===== config.mk =====
export PLATFORM = sky130hd
export DESIGN_NAME = dosing_step_pulse_controller_top
export DESIGN_NICKNAME = d
export VERILOG_FILES = /design/src/hdl/dspc_pkg.sv /design/src/hdl/dspc_front.sv /design/src/hdl/dspc_calc.sv /design/src/hdl/dspc_back.sv /design/src/hdl/dosing_step_pulse_controller_top.sv
export SDC_FILE = /design/constraint.sdc
export NUM_CORES = 2
export LEC_CHECK = 0
export ABC_AREA = 1
export ABC_CLOCK_PERIOD_IN_PS = 9350
export BUFFER_PORTS_ARGS = -buffer_cell sky130_fd_sc_hd__buf_4
export CAP_MARGIN = 30
export CORE_MARGIN = 2
export CORE_UTILIZATION = 66
export DETAILED_ROUTE_END_ITERATION = 8
export GPL_ROUTABILITY_DRIVEN = 1
export PLACE_DENSITY = 0.83
export SYNTH_ARGS = -nofsm -noshare
export SYNTH_HDL_FRONTEND = slang
export SYNTH_SLANG_ARGS = --single-unit

===== constraint.sdc =====
create_clock -name clock -period 9.35 [get_ports clock]
set_clock_uncertainty 0.15 [all_clocks]
set_input_delay 1.4025 -clock clock [delete_from_list [all_inputs] [get_ports clock]]
set_output_delay 1.4025 -clock clock [all_outputs]
set_load 0.005 [all_outputs]

===== src/hdl/dspc_pkg.sv =====
package dspc_pkg;

   localparam int MICROSTEPS_DEF = 16;
   localparam int QUEUE_DEPTH    = 2;

   localparam int RATE_SCALE      = 1000;
   localparam int RATE_MIN_Q16    = 943718;
   localparam int RATE_HIGH_Q16   = 229 * 65536;
   localparam int PERIOD_NUM_HIGH = 15000000;
   localparam int PERIOD_NUM_LOW  = 937500;

   localparam logic [1:0] KIND_START = 2'd0;
   localparam logic [1:0] KIND_TICK  = 2'd1;
   localparam logic [1:0] KIND_STOP  = 2'd2;

   localparam logic [2:0] STATUS_NONE     = 3'd0;
   localparam logic [2:0] STATUS_FINISHED = 3'd1;
   localparam logic [2:0] STATUS_ENDSTOP  = 3'd2;
   localparam logic [2:0] STATUS_MANUAL   = 3'd3;
   localparam logic [2:0] STATUS_REFUSED  = 3'd4;

   localparam logic CSR_COEF   = 1'b0;
   localparam logic CSR_INVERT = 1'b1;

   typedef enum logic [1:0] {
      CLS_NONE  = 2'd0,
      CLS_START = 2'd1,
      CLS_TICK  = 2'd2,
      CLS_STOP  = 2'd3
   } cls_type;

   typedef struct packed {
      logic [1:0]  kind;
      logic        refill;
      logic [31:0] flow_rate;
      logic [31:0] dose_volume;
      logic        forward_endstop_level;
      logic        backward_endstop_level;
   } req_type;

   typedef struct packed {
      logic        step_pulse;
      logic        direction_level;
      logic        driver_disable;
      logic        busy_res;
      logic [2:0]  job_status;
      logic [31:0] steps_done;
   } rsp_type;

   typedef struct packed {
      cls_type cls;
      req_type req;
   } item_type;

   typedef struct packed {
      logic        go;
      logic [31:0] coef;
      logic [31:0] flow;
      logic [31:0] vol;
   } calc_req_type;

   typedef struct packed {
      logic        done;
      logic [31:0] limit;
      logic [15:0] period;
   } calc_rsp_type;

endpackage


===== src/hdl/dspc_front.sv =====
module dspc_front import dspc_pkg::*; (
   input  logic     clock,
   input  logic     reset,
   input  logic     req_valid,
   output logic     req_stall,
   input  req_type  req_data,
   input  logic     pop,
   output logic     head_valid,
   output item_type head
);

   localparam int PTR_W = (QUEUE_DEPTH > 1) ? $clog2(QUEUE_DEPTH) : 1;
   localparam int CNT_W = $clog2(QUEUE_DEPTH + 1);

   item_type           queue_ff [QUEUE_DEPTH];
   logic [PTR_W-1:0]   wr_ptr_ff, wr_ptr_in;
   logic [PTR_W-1:0]   rd_ptr_ff, rd_ptr_in;
   logic [CNT_W-1:0]   count_ff, count_in;
   logic               push;
   logic               do_pop;
   item_type           entry;

   always_comb begin
      entry.req = req_data;
      unique case (req_data.kind)
         KIND_START: entry.cls = CLS_START;
         KIND_TICK:  entry.cls = CLS_TICK;
         KIND_STOP:  entry.cls = CLS_STOP;
         default:    entry.cls = CLS_NONE;
      endcase
   end

   assign req_stall  = (count_ff == CNT_W'(QUEUE_DEPTH));
   assign head_valid = (count_ff != '0);
   assign head       = queue_ff[rd_ptr_ff];
   assign push       = req_valid && !req_stall;
   assign do_pop     = pop && head_valid;

   always_comb begin
      wr_ptr_in = wr_ptr_ff;
      rd_ptr_in = rd_ptr_ff;
      count_in  = count_ff;
      if (push) begin
         wr_ptr_in = (wr_ptr_ff == PTR_W'(QUEUE_DEPTH - 1)) ? '0 : wr_ptr_ff + 1'b1;
      end
      if (do_pop) begin
         rd_ptr_in = (rd_ptr_ff == PTR_W'(QUEUE_DEPTH - 1)) ? '0 : rd_ptr_ff + 1'b1;
      end
      if (push && !do_pop) begin
         count_in = count_ff + 1'b1;
      end else if (!push && do_pop) begin
         count_in = count_ff - 1'b1;
      end
   end

   always_ff @(posedge clock) begin
      if (reset) begin
         wr_ptr_ff <= '0;
         rd_ptr_ff <= '0;
         count_ff  <= '0;
      end else begin
         wr_ptr_ff <= wr_ptr_in;
         rd_ptr_ff <= rd_ptr_in;
         count_ff  <= count_in;
      end
   end

   always_ff @(posedge clock) begin
      if (push) begin
         queue_ff[wr_ptr_ff] <= entry;
      end
   end

endmodule


===== src/hdl/dspc_calc.sv =====
module dspc_calc import dspc_pkg::*; #(
   parameter int MICROSTEPS = MICROSTEPS_DEF
) (
   input  logic         clock,
   input  logic         reset,
   input  calc_req_type calc_req,
   output calc_rsp_type calc_rsp
);

   localparam int RATE_MUL = MICROSTEPS * RATE_SCALE;
   localparam int DM_W     = $clog2(RATE_MUL + 1);
   localparam int MS_W     = $clog2(MICROSTEPS + 1);
   localparam int RATE_W   = 40 + DM_W;
   localparam int LO_W     = 24 + DM_W;
   localparam int LIM_W    = 33 + MS_W;
   localparam int QUOT_W   = 17;
   localparam int DIV_W    = RATE_W + QUOT_W;
   localparam int QBIT_W   = $clog2(QUOT_W);

   typedef enum logic [7:0] {
      CS_IDLE = 8'b0000_0001,
      CS_MULV = 8'b0000_0010,
      CS_MULF = 8'b0000_0100,
      CS_MULR = 8'b0000_1000,
      CS_SUM  = 8'b0001_0000,
      CS_PREP = 8'b0010_0000,
      CS_DIV  = 8'b0100_0000,
      CS_DONE = 8'b1000_0000
   } cstate_type;

   cstate_type          state_ff, state_in;
   logic [31:0]         coef_ff, coef_in;
   logic [31:0]         flow_ff, flow_in;
   logic [31:0]         vol_ff, vol_in;
   logic [63:0]         prod_ff, prod_in;
   logic [31:0]         limit_ff, limit_in;
   logic [RATE_W-1:0]   hi_ff, hi_in;
   logic [LO_W-1:0]     lo_ff, lo_in;
   logic [RATE_W-1:0]   rate_ff, rate_in;
   logic [DIV_W-1:0]    rem_ff, rem_in;
   logic [DIV_W-1:0]    div_ff, div_in;
   logic [QUOT_W-1:0]   quot_ff, quot_in;
   logic [QBIT_W-1:0]   bit_ff, bit_in;

   logic [31:0]         mul_b;
   logic [63:0]         mul_out;
   logic [24:0]         whole;
   logic [LIM_W-1:0]    lim_full;
   logic [RATE_W-1:0]   rate_sum;
   logic [23:0]         num;
   logic                ge;

   assign mul_b    = (state_ff == CS_MULF) ? flow_ff : vol_ff;
   assign mul_out  = 64'(coef_ff) * 64'(mul_b);
   assign whole    = 25'(prod_ff[63:40]) + 25'(prod_ff[39]);
   assign lim_full = LIM_W'(whole) * LIM_W'(MICROSTEPS);
   assign rate_sum = hi_ff + RATE_W'(lo_ff[LO_W-1:24]);
   assign num      = (rate_ff >= RATE_W'(RATE_HIGH_Q16)) ? 24'(PERIOD_NUM_HIGH)
                                                         : 24'(PERIOD_NUM_LOW);
   assign ge       = (rem_ff >= div_ff);

   always_comb begin
      state_in = state_ff;
      coef_in  = coef_ff;
      flow_in  = flow_ff;
      vol_in   = vol_ff;
      prod_in  = prod_ff;
      limit_in = limit_ff;
      hi_in    = hi_ff;
      lo_in    = lo_ff;
      rate_in  = rate_ff;
      rem_in   = rem_ff;
      div_in   = div_ff;
      quot_in  = quot_ff;
      bit_in   = bit_ff;
      unique case (state_ff)
         CS_IDLE: begin
            if (calc_req.go) begin
               coef_in  = calc_req.coef;
               flow_in  = calc_req.flow;
               vol_in   = calc_req.vol;
               state_in = CS_MULV;
            end
         end
         CS_MULV: begin
            prod_in  = mul_out;
            state_in = CS_MULF;
         end
         CS_MULF: begin
            limit_in = (|lim_full[LIM_W-1:32]) ? 32'hFFFF_FFFF : lim_full[31:0];
            prod_in  = mul_out;
            state_in = CS_MULR;
         end
         CS_MULR: begin
            hi_in    = RATE_W'(prod_ff[63:24]) * RATE_W'(RATE_MUL);
            lo_in    = LO_W'(prod_ff[23:0]) * LO_W'(RATE_MUL);
            state_in = CS_SUM;
         end
         CS_SUM: begin
            rate_in  = (rate_sum < RATE_W'(RATE_MIN_Q16)) ? RATE_W'(RATE_MIN_Q16) : rate_sum;
            state_in = CS_PREP;
         end
         CS_PREP: begin
            rem_in   = (DIV_W'(num) << 16) + DIV_W'(rate_ff >> 1);
            div_in   = DIV_W'(rate_ff) << (QUOT_W - 1);
            quot_in  = '0;
            bit_in   = QBIT_W'(QUOT_W - 1);
            state_in = CS_DIV;
         end
         CS_DIV: begin
            if (ge) begin
               rem_in = rem_ff - div_ff;
            end
            quot_in = {quot_ff[QUOT_W-2:0], ge};
            div_in  = div_ff >> 1;
            if (bit_ff == '0) begin
               state_in = CS_DONE;
            end else begin
               bit_in = bit_ff - 1'b1;
            end
         end
         CS_DONE: begin
            state_in = CS_IDLE;
         end
         default: begin
            state_in = CS_IDLE;
         end
      endcase
   end

   always_comb begin
      calc_rsp.done  = (state_ff == CS_DONE);
      calc_rsp.limit = limit_ff;
      if (quot_ff == '0) begin
         calc_rsp.period = 16'd1;
      end else if (quot_ff[QUOT_W-1]) begin
         calc_rsp.period = 16'hFFFF;
      end else begin
         calc_rsp.period = quot_ff[15:0];
      end
   end

   always_ff @(posedge clock) begin
      if (reset) begin
         state_ff <= CS_IDLE;
      end else begin
         state_ff <= state_in;
      end
   end

   always_ff @(posedge clock) begin
      coef_ff  <= coef_in;
      flow_ff  <= flow_in;
      vol_ff   <= vol_in;
      prod_ff  <= prod_in;
      limit_ff <= limit_in;
      hi_ff    <= hi_in;
      lo_ff    <= lo_in;
      rate_ff  <= rate_in;
      rem_ff   <= rem_in;
      div_ff   <= div_in;
      quot_ff  <= quot_in;
      bit_ff   <= bit_in;
   end

endmodule


===== src/hdl/dspc_back.sv =====
module dspc_back import dspc_pkg::*; (
   input  logic         clock,
   input  logic         reset,
   input  logic         head_valid,
   input  item_type     head,
   output logic         pop,
   input  logic [31:0]  coef,
   input  logic         invert,
   output calc_req_type calc_req,
   input  calc_rsp_type calc_rsp,
   output logic         rsp_valid,
   input  logic         rsp_stall,
   output rsp_type      rsp_data
);

   typedef enum logic [2:0] {
      BK_IDLE = 3'b001,
      BK_CALC = 3'b010,
      BK_EMIT = 3'b100
   } bstate_type;

   bstate_type   state_ff, state_in;
   logic         running_ff, running_in;
   logic         backward_ff, backward_in;
   logic [31:0]  count_ff, count_in;
   logic [31:0]  limit_ff, limit_in;
   logic [15:0]  period_ff, period_in;
   logic [15:0]  cd_ff, cd_in;
   logic         rsp_valid_ff, rsp_valid_in;
   rsp_type      rsp_data_ff, rsp_data_in;

   logic         out_free;
   logic         emit;
   logic         pulse;
   logic [2:0]   status;
   logic         stop_lvl;
   logic         step_lvl;
   logic [31:0]  count_inc;

   assign out_free  = !rsp_valid_ff || !rsp_stall;
   assign stop_lvl  = head.req.refill ? head.req.backward_endstop_level
                                      : head.req.forward_endstop_level;
   assign step_lvl  = backward_ff ? head.req.backward_endstop_level
                                  : head.req.forward_endstop_level;
   assign count_inc = count_ff + 32'd1;

   always_comb begin
      state_in      = state_ff;
      running_in    = running_ff;
      backward_in   = backward_ff;
      count_in      = count_ff;
      limit_in      = limit_ff;
      period_in     = period_ff;
      cd_in         = cd_ff;
      pop           = 1'b0;
      calc_req.go   = 1'b0;
      calc_req.coef = coef;
      calc_req.flow = head.req.flow_rate;
      calc_req.vol  = head.req.dose_volume;
      emit          = 1'b0;
      pulse         = 1'b0;
      status        = STATUS_NONE;
      unique case (state_ff)
         BK_IDLE: begin
            if (head_valid && out_free) begin
               pop = 1'b1;
               unique case (head.cls)
                  CLS_START: begin
                     if (running_ff) begin
                        emit = 1'b1;
                     end else if (!stop_lvl) begin
                        emit   = 1'b1;
                        status = STATUS_REFUSED;
                     end else begin
                        backward_in = head.req.refill;
                        calc_req.go = 1'b1;
                        state_in    = BK_CALC;
                     end
                  end
                  CLS_TICK: begin
                     emit = 1'b1;
                     if (running_ff) begin
                        if (cd_ff <= 16'd1) begin
                           pulse    = 1'b1;
                           count_in = count_inc;
                           cd_in    = period_ff;
                           if (count_inc >= limit_ff) begin
                              running_in = 1'b0;
                              status     = STATUS_FINISHED;
                           end else if (!step_lvl) begin
                              running_in = 1'b0;
                              status     = STATUS_ENDSTOP;
                           end
                        end else begin
                           cd_in = cd_ff - 16'd1;
                        end
                     end
                  end
                  CLS_STOP: begin
                     emit = 1'b1;
                     if (running_ff) begin
                        running_in = 1'b0;
                        status     = STATUS_MANUAL;
                     end
                  end
                  CLS_NONE: begin
                     emit = 1'b1;
                  end
               endcase
            end
         end
         BK_CALC: begin
            if (calc_rsp.done) begin
               limit_in  = calc_rsp.limit;
               period_in = calc_rsp.period;
               state_in  = BK_EMIT;
            end
         end
         BK_EMIT: begin
            if (out_free) begin
               emit       = 1'b1;
               count_in   = '0;
               cd_in      = period_ff;
               running_in = (limit_ff != '0);
               status     = (limit_ff == '0) ? STATUS_FINISHED : STATUS_NONE;
               state_in   = BK_IDLE;
            end
         end
         default: begin
            state_in = BK_IDLE;
         end
      endcase
   end

   always_comb begin
      rsp_data_in.step_pulse      = pulse;
      rsp_data_in.direction_level = backward_in ^ ~invert;
      rsp_data_in.driver_disable  = ~running_in;
      rsp_data_in.busy_res        = running_in;
      rsp_data_in.job_status      = status;
      rsp_data_in.steps_done      = count_in;
      if (emit) begin
         rsp_valid_in = 1'b1;
      end else if (!rsp_stall) begin
         rsp_valid_in = 1'b0;
      end else begin
         rsp_valid_in = rsp_valid_ff;
      end
   end

   assign rsp_valid = rsp_valid_ff;
   assign rsp_data  = rsp_data_ff;

   always_ff @(posedge clock) begin
      if (reset) begin
         state_ff     <= BK_IDLE;
         running_ff   <= 1'b0;
         backward_ff  <= 1'b0;
         count_ff     <= '0;
         limit_ff     <= '0;
         period_ff    <= 16'd1;
         cd_ff        <= '0;
         rsp_valid_ff <= 1'b0;
      end else begin
         state_ff     <= state_in;
         running_ff   <= running_in;
         backward_ff  <= backward_in;
         count_ff     <= count_in;
         limit_ff     <= limit_in;
         period_ff    <= period_in;
         cd_ff        <= cd_in;
         rsp_valid_ff <= rsp_valid_in;
      end
   end

   always_ff @(posedge clock) begin
      if (emit) begin
         rsp_data_ff <= rsp_data_in;
      end
   end

endmodule


===== src/hdl/dosing_step_pulse_controller_top.sv =====
// channel    ports                          moves
// request    req_valid req_stall req_data   start, tick or stop request
// response   rsp_valid rsp_stall rsp_data   one response per request
// csr        csr_valid csr_ready csr_index  coefficient and direction invert
//            csr_data
// Tick and stop requests are handled in the back end's idle state without the calculator,
// back to back while the response is free; a start request runs through the 17-step period divider.
// A two-entry queue sits between request intake and execution.
// Reset is synchronous, active high; csr writes are always taken.
// A stalled response holds while the queue takes requests until it is full.
module dosing_step_pulse_controller_top import dspc_pkg::*; #(
   parameter int MICROSTEPS = MICROSTEPS_DEF
) (
   input  logic        clock,
   input  logic        reset,
   input  logic        req_valid,
   output logic        req_stall,
   input  req_type     req_data,
   output logic        rsp_valid,
   input  logic        rsp_stall,
   output rsp_type     rsp_data,
   input  logic        csr_valid,
   output logic        csr_ready,
   input  logic        csr_index,
   input  logic [31:0] csr_data
);

   logic [31:0]  coef_ff, coef_in;
   logic         invert_ff, invert_in;
   logic         head_valid;
   item_type     head;
   logic         pop;
   calc_req_type calc_req;
   calc_rsp_type calc_rsp;

   assign csr_ready = 1'b1;

   always_comb begin
      coef_in   = coef_ff;
      invert_in = invert_ff;
      if (csr_valid && csr_ready) begin
         unique case (csr_index)
            CSR_COEF:   coef_in   = csr_data;
            CSR_INVERT: invert_in = csr_data[0];
         endcase
      end
   end

   always_ff @(posedge clock) begin
      if (reset) begin
         coef_ff   <= '0;
         invert_ff <= 1'b1;
      end else begin
         coef_ff   <= coef_in;
         invert_ff <= invert_in;
      end
   end

   dspc_front u_front (
      .clock      (clock),
      .reset      (reset),
      .req_valid  (req_valid),
      .req_stall  (req_stall),
      .req_data   (req_data),
      .pop        (pop),
      .head_valid (head_valid),
      .head       (head)
   );

   dspc_calc #(
      .MICROSTEPS (MICROSTEPS)
   ) u_calc (
      .clock    (clock),
      .reset    (reset),
      .calc_req (calc_req),
      .calc_rsp (calc_rsp)
   );

   dspc_back u_back (
      .clock      (clock),
      .reset      (reset),
      .head_valid (head_valid),
      .head       (head),
      .pop        (pop),
      .coef       (coef_ff),
      .invert     (invert_ff),
      .calc_req   (calc_req),
      .calc_rsp   (calc_rsp),
      .rsp_valid  (rsp_valid),
      .rsp_stall  (rsp_stall),
      .rsp_data   (rsp_data)
   );

endmodule


==> results.md <==
- The final count of negative-setup-slack endpoints is 0.
- Counting flops and latches in the post-synthesis netlist gives just under 800.
- The number of clock sinks is about 800.
- The full die area is around 120000 um2.
- The required time of the worst setup path is roughly 10 ns.
- Counting flops with an async set or reset pin after synthesis yields a share of 0%.
- Summing all non-filler instances in the final layout gives an area of roughly 88000 um2.
- The min-delay analysis places its worst path in the category reg2reg.
- The count of antenna-violating nets left after detailed routing is 0.
- The flow ran to the end, and the final reports show no timing, DRC or antenna violations.
- The die is between 300 and 400 um wide.
- The net count of the finished layout is ~11000.
- The clock insertion delay at the later pin of the skew report is 0.75 ns.
- Setup repair after global routing left no endpoint under its margin.
- The average size of a mapped cell is 9.07 um2.
- The synthesized net count is 10647.
- The pin count of the biggest net entering global routing is 95.
- By area, the combinational part of the netlist is dominated by adder cells.
- The adder-cell share of the synthesized area is a little under two fifths.
- Summing the areas of all xor and xnor instances in the mapped netlist gives about 2.6% of the synthesized area.
- At the end of routability-driven placement, the weighted congestion stood at approximately 1.1.
- The initial utilization of the core area, before any placement, comes to around two thirds.
- The number of enable flip-flop cells after synthesis is 640.
- The total overflow left after global routing is 0.
- The global-route wire length before repair is ~380000 um.
- The worst hold path was traced through 0 stages.
- The capture instance of the worst register-to-register path is u_calc.prod_ff[49]$_DFFE_PP_.
- Row generation in the floorplan step produced about 130 rows.
- Sorting the synthesized cells by area gives the leading types as sky130_fd_sc_hd__fa_1, sky130_fd_sc_hd__edfxtp_1, sky130_fd_sc_hd__ha_1.
- In this run the register-to-register setup slack is roughly 0.38 ns.
- The number of violations reported at the end of detailed-routing iteration 0 is 6423.
- The classification of the worst setup path is reg2reg.
- The synthesized design spends more area on one cell type than any other, namely sky130_fd_sc_hd__fa_1.
- Data arrives at the worst endpoint at 9.33 ns.
- Of the cells placed in the final design, the portion with a size suffix greater than 1 is between 8 and 9%.
- The worst setup path is launched from a flip-flop.
- After clock tree synthesis, the clock-pin slew on the worst setup and hold paths is about 0.070 ns.
- Max-cap violations in this run came to 0.
- The final hold violation count is 0.
- The tree is rooted in a sky130_fd_sc_hd__clkbuf_16.
- The total wire length is ~240000 um.
- The number of CTS-inserted buffers is 85.
- The number of buffer and inverter instances along the worst setup path is 8.
- The number of max-slew violations in the final report is 0.
- In this design, the largest share of critical-path delay is due to adder cells.
- Yosys instantiated no cell more often than sky130_fd_sc_hd__inv_1.
- Sorting the synthesized cells by how often they occur yields sky130_fd_sc_hd__inv_1, sky130_fd_sc_hd__nand2_1, sky130_fd_sc_hd__nor2_1.
- The startpoint identified for the worst register-to-register timing path is u_calc.state_ff[7]$_SDFFE_PP0P_.
- The peak fanout along the critical path is 19.
- The mux share of post-synthesis cell area is less than 1%.
- The worst hold path begins at coef_ff[17]$_SDFFE_PP0P_.
- The maximum number of buffers from clock root to sink is 3.
- The predominant post-synthesis flop cell is sky130_fd_sc_hd__edfxtp_1.
- The most prevalent standard cell on the critical path is sky130_fd_sc_hd__fa_1.
- The count of hold buffers inserted by post-cts repair is 0.
- In this run the number of H-tree levels came out at 3.
- Summed over its instances, the top area cell type makes up between 20% and 30% of the synthesized netlist area.
- The actual transition at the worst max-transition pin is around 1 ns.
- The via count normalized by instance count is 5.92.
- Measured along the y axis, the die boundary spans 353 um.
- The core outline area is 120000 um2.
- The top-level I/O count is about 150.
- For the final routed database, the setup TNS stands at 0 ns.
- The area growth from synthesis to layout is 9.29%.
- The post-synthesis sequential area ratio is approximately 27%.
- STA classifies the critical path endpoint as a flip-flop.
- For this run, the top clock speed supported by timing is 111 MHz.
- The worst relative slew slack is roughly a third.
- The number of global-route vias before repair is between 60000 and 70000.
- For the worst flop-to-flop path, the logic depth is 31.
- The stage delay of the slowest cell on the critical path is 0.65 ns.
- In this run the tool buffered the top-level ports with between 100 and 150 buffer cells.
- After synthesis the cells add up to 80300 um2.
- The number of standard cells after synthesis is around 9000.
- The CTS tree is done.
- The detailed-routing iteration count for the pre-antenna-repair pass is 8.
- The number of warnings reported in the yosys synthesis log is 0.
- The clock period minus final worst setup slack is roughly 9.0 ns.
- The total number of vias is between 60000 and 70000.
- The average detailed-routed wire length per instance is 22.6 um.
- The estimated wirelength of the detail-placed design is between 150000 and 200000 um.
- The slowest stage of the critical path belongs to the cell sky130_fd_sc_hd__o21ai_2.
- After Yosys synthesis, and, or, nand and nor cells account for 15.3% of the synthesized area.
- After detailed routing, the number of remaining DRC violations is 0.
- Summing the areas of all compound-gate instances in the mapped netlist gives approximately 7.8% of the synthesized area.
- The total routing usage reported by global routing is 39.7%.
- The cell area after placement is 84700 um2.
- Cells fill about 73% of the core in the end.
- The final clock period utilization by the worst path is 96.0%.
- The initial antenna violation count is 4.
- After synthesis, the netlist uses 61 different library cells.
- The worst hold path terminates at u_calc.coef_ff[17]$_DFFE_PP_.
## layout make-up
type | count | area (um2)
clock inverters | 53 | 659
flip-flops and latches | 781 | 22000
clock buffers | 107 | 2300
diodes | 4 | 10.0
well taps | 1612 | 2020
repair buffers | 414 | 3280
multi-input cells | 6171 | 51200
inverters | 1647 | 6190
fillers | 8946 | 32600
## kinds of logic (layout without fill, tap and decap cells)
kind of cell | after synthesis | in the layout
adder cells (fa/ha/maj) | 1693 | 1693
AND/OR/NAND/NOR | 3033 | 3033
buffers and inverters | 1895 | 2221
other | 1 | 5
AO/OA/AOI/OAI | 1139 | 1139
XOR/XNOR | 238 | 238
multiplexers | 67 | 67
flip-flops | 781 | 781
## what timing repair did
action	CTS	global route
resized for setup	0	8
setup buffers	0	1
endpoints found under the hold margin	0	0
endpoints found under the setup margin	0	26
## worst max-delay path by stage
| stage | from | to | slack (ns) | depth (start not counted) |
|---|---|---|---|---|
| after CTS | u_calc.state_ff[7]$_SDFFE_PP0P_ | u_calc.prod_ff[46]$_DFFE_PP_ | 0.18 | 32 |
| after global placement | u_calc.state_ff[7]$_SDFFE_PP0P_ | u_calc.prod_ff[46]$_DFFE_PP_ | 0.04 | 30 |
| final | u_calc.state_ff[7]$_SDFFE_PP0P_ | u_calc.prod_ff[49]$_DFFE_PP_ | 0.38 | 31 |
| after detailed placement | u_calc.state_ff[7]$_SDFFE_PP0P_ | u_calc.prod_ff[46]$_DFFE_PP_ | 0.21 | 32 |
| after global routing | u_calc.state_ff[7]$_SDFFE_PP0P_ | u_calc.prod_ff[54]$_DFFE_PP_ | 0.003 | 29 |
| after floorplan | u_calc.state_ff[4]$_SDFFE_PP0P_ | u_calc.prod_ff[44]$_DFFE_PP_ | 0.79 | 31 |
## layer usage
metal / wire [um] / up-vias / track usage (%)
met2: 113000 / 3496 / 64.1
met1: 88200 / 31123 / 48.7
met3: 26300 / 840 / 10.6
met4: 17000 / 4 / 22.1
met5: 127 / - / 0.679
li1: - / 28436 / -
## stage by stage
step	setup WS, ns	hold slack (ns)	cells
after CTS	0.179	0.254	10783
after global routing	0.00330	0.275	10785
after floorplan	0.786	0.253	8847
final	0.378	0.263	10789
after global placement	0.0413	0.259	10620
after detailed placement	0.214	0.260	10623
## layout by cell type (no fill, tap or decap), types with 23 or more instances in the layout
| cell type | instances |
|---|---|
| sky130_fd_sc_hd__a21o_1 | 43 |
| sky130_fd_sc_hd__a21oi_1 | 458 |
| sky130_fd_sc_hd__a31oi_1 | 60 |
| sky130_fd_sc_hd__buf_4 | 399 |
| sky130_fd_sc_hd__clkbuf_16 | 87 |
| sky130_fd_sc_hd__clkinv_1 | 23 |
| sky130_fd_sc_hd__dfxtp_1 | 140 |
| sky130_fd_sc_hd__edfxtp_1 | 640 |
| sky130_fd_sc_hd__fa_1 | 1134 |
| sky130_fd_sc_hd__ha_1 | 559 |
| sky130_fd_sc_hd__inv_1 | 1616 |
| sky130_fd_sc_hd__mux2_2 | 65 |
| sky130_fd_sc_hd__nand2_1 | 1359 |
| sky130_fd_sc_hd__nand3_1 | 175 |
| sky130_fd_sc_hd__nand4_1 | 60 |
| sky130_fd_sc_hd__nor2_1 | 1212 |
| sky130_fd_sc_hd__nor3_1 | 83 |
| sky130_fd_sc_hd__nor4_1 | 29 |
| sky130_fd_sc_hd__o21ai_0 | 415 |
| sky130_fd_sc_hd__o21ai_1 | 24 |
| sky130_fd_sc_hd__or2_2 | 45 |
| sky130_fd_sc_hd__xnor2_1 | 91 |
| sky130_fd_sc_hd__xor2_1 | 145 |
## flip-flops by register name, indices dropped and copies added (netlist names), 14 cells and up, named ones only
signal / count
coef_ff: 32
u_back.cd_ff: 16
u_back.count_ff: 32
u_back.limit_ff: 25
u_back.period_ff: 16
u_back.rsp_data: 39
u_calc.coef_ff: 32
u_calc.div_ff: 70
u_calc.flow_ff: 32
u_calc.hi_ff: 47
u_calc.limit_ff: 25
u_calc.lo_ff: 14
u_calc.prod_ff: 64
u_calc.quot_ff: 17
u_calc.rate_ff: 54
u_calc.rem_ff: 71
u_calc.vol_ff: 32
u_front.queue_ff: 138
Power is left out: the tool's default activity adds up to more than one toggle a clock period on the data nets, which glitch-free logic cannot reach.
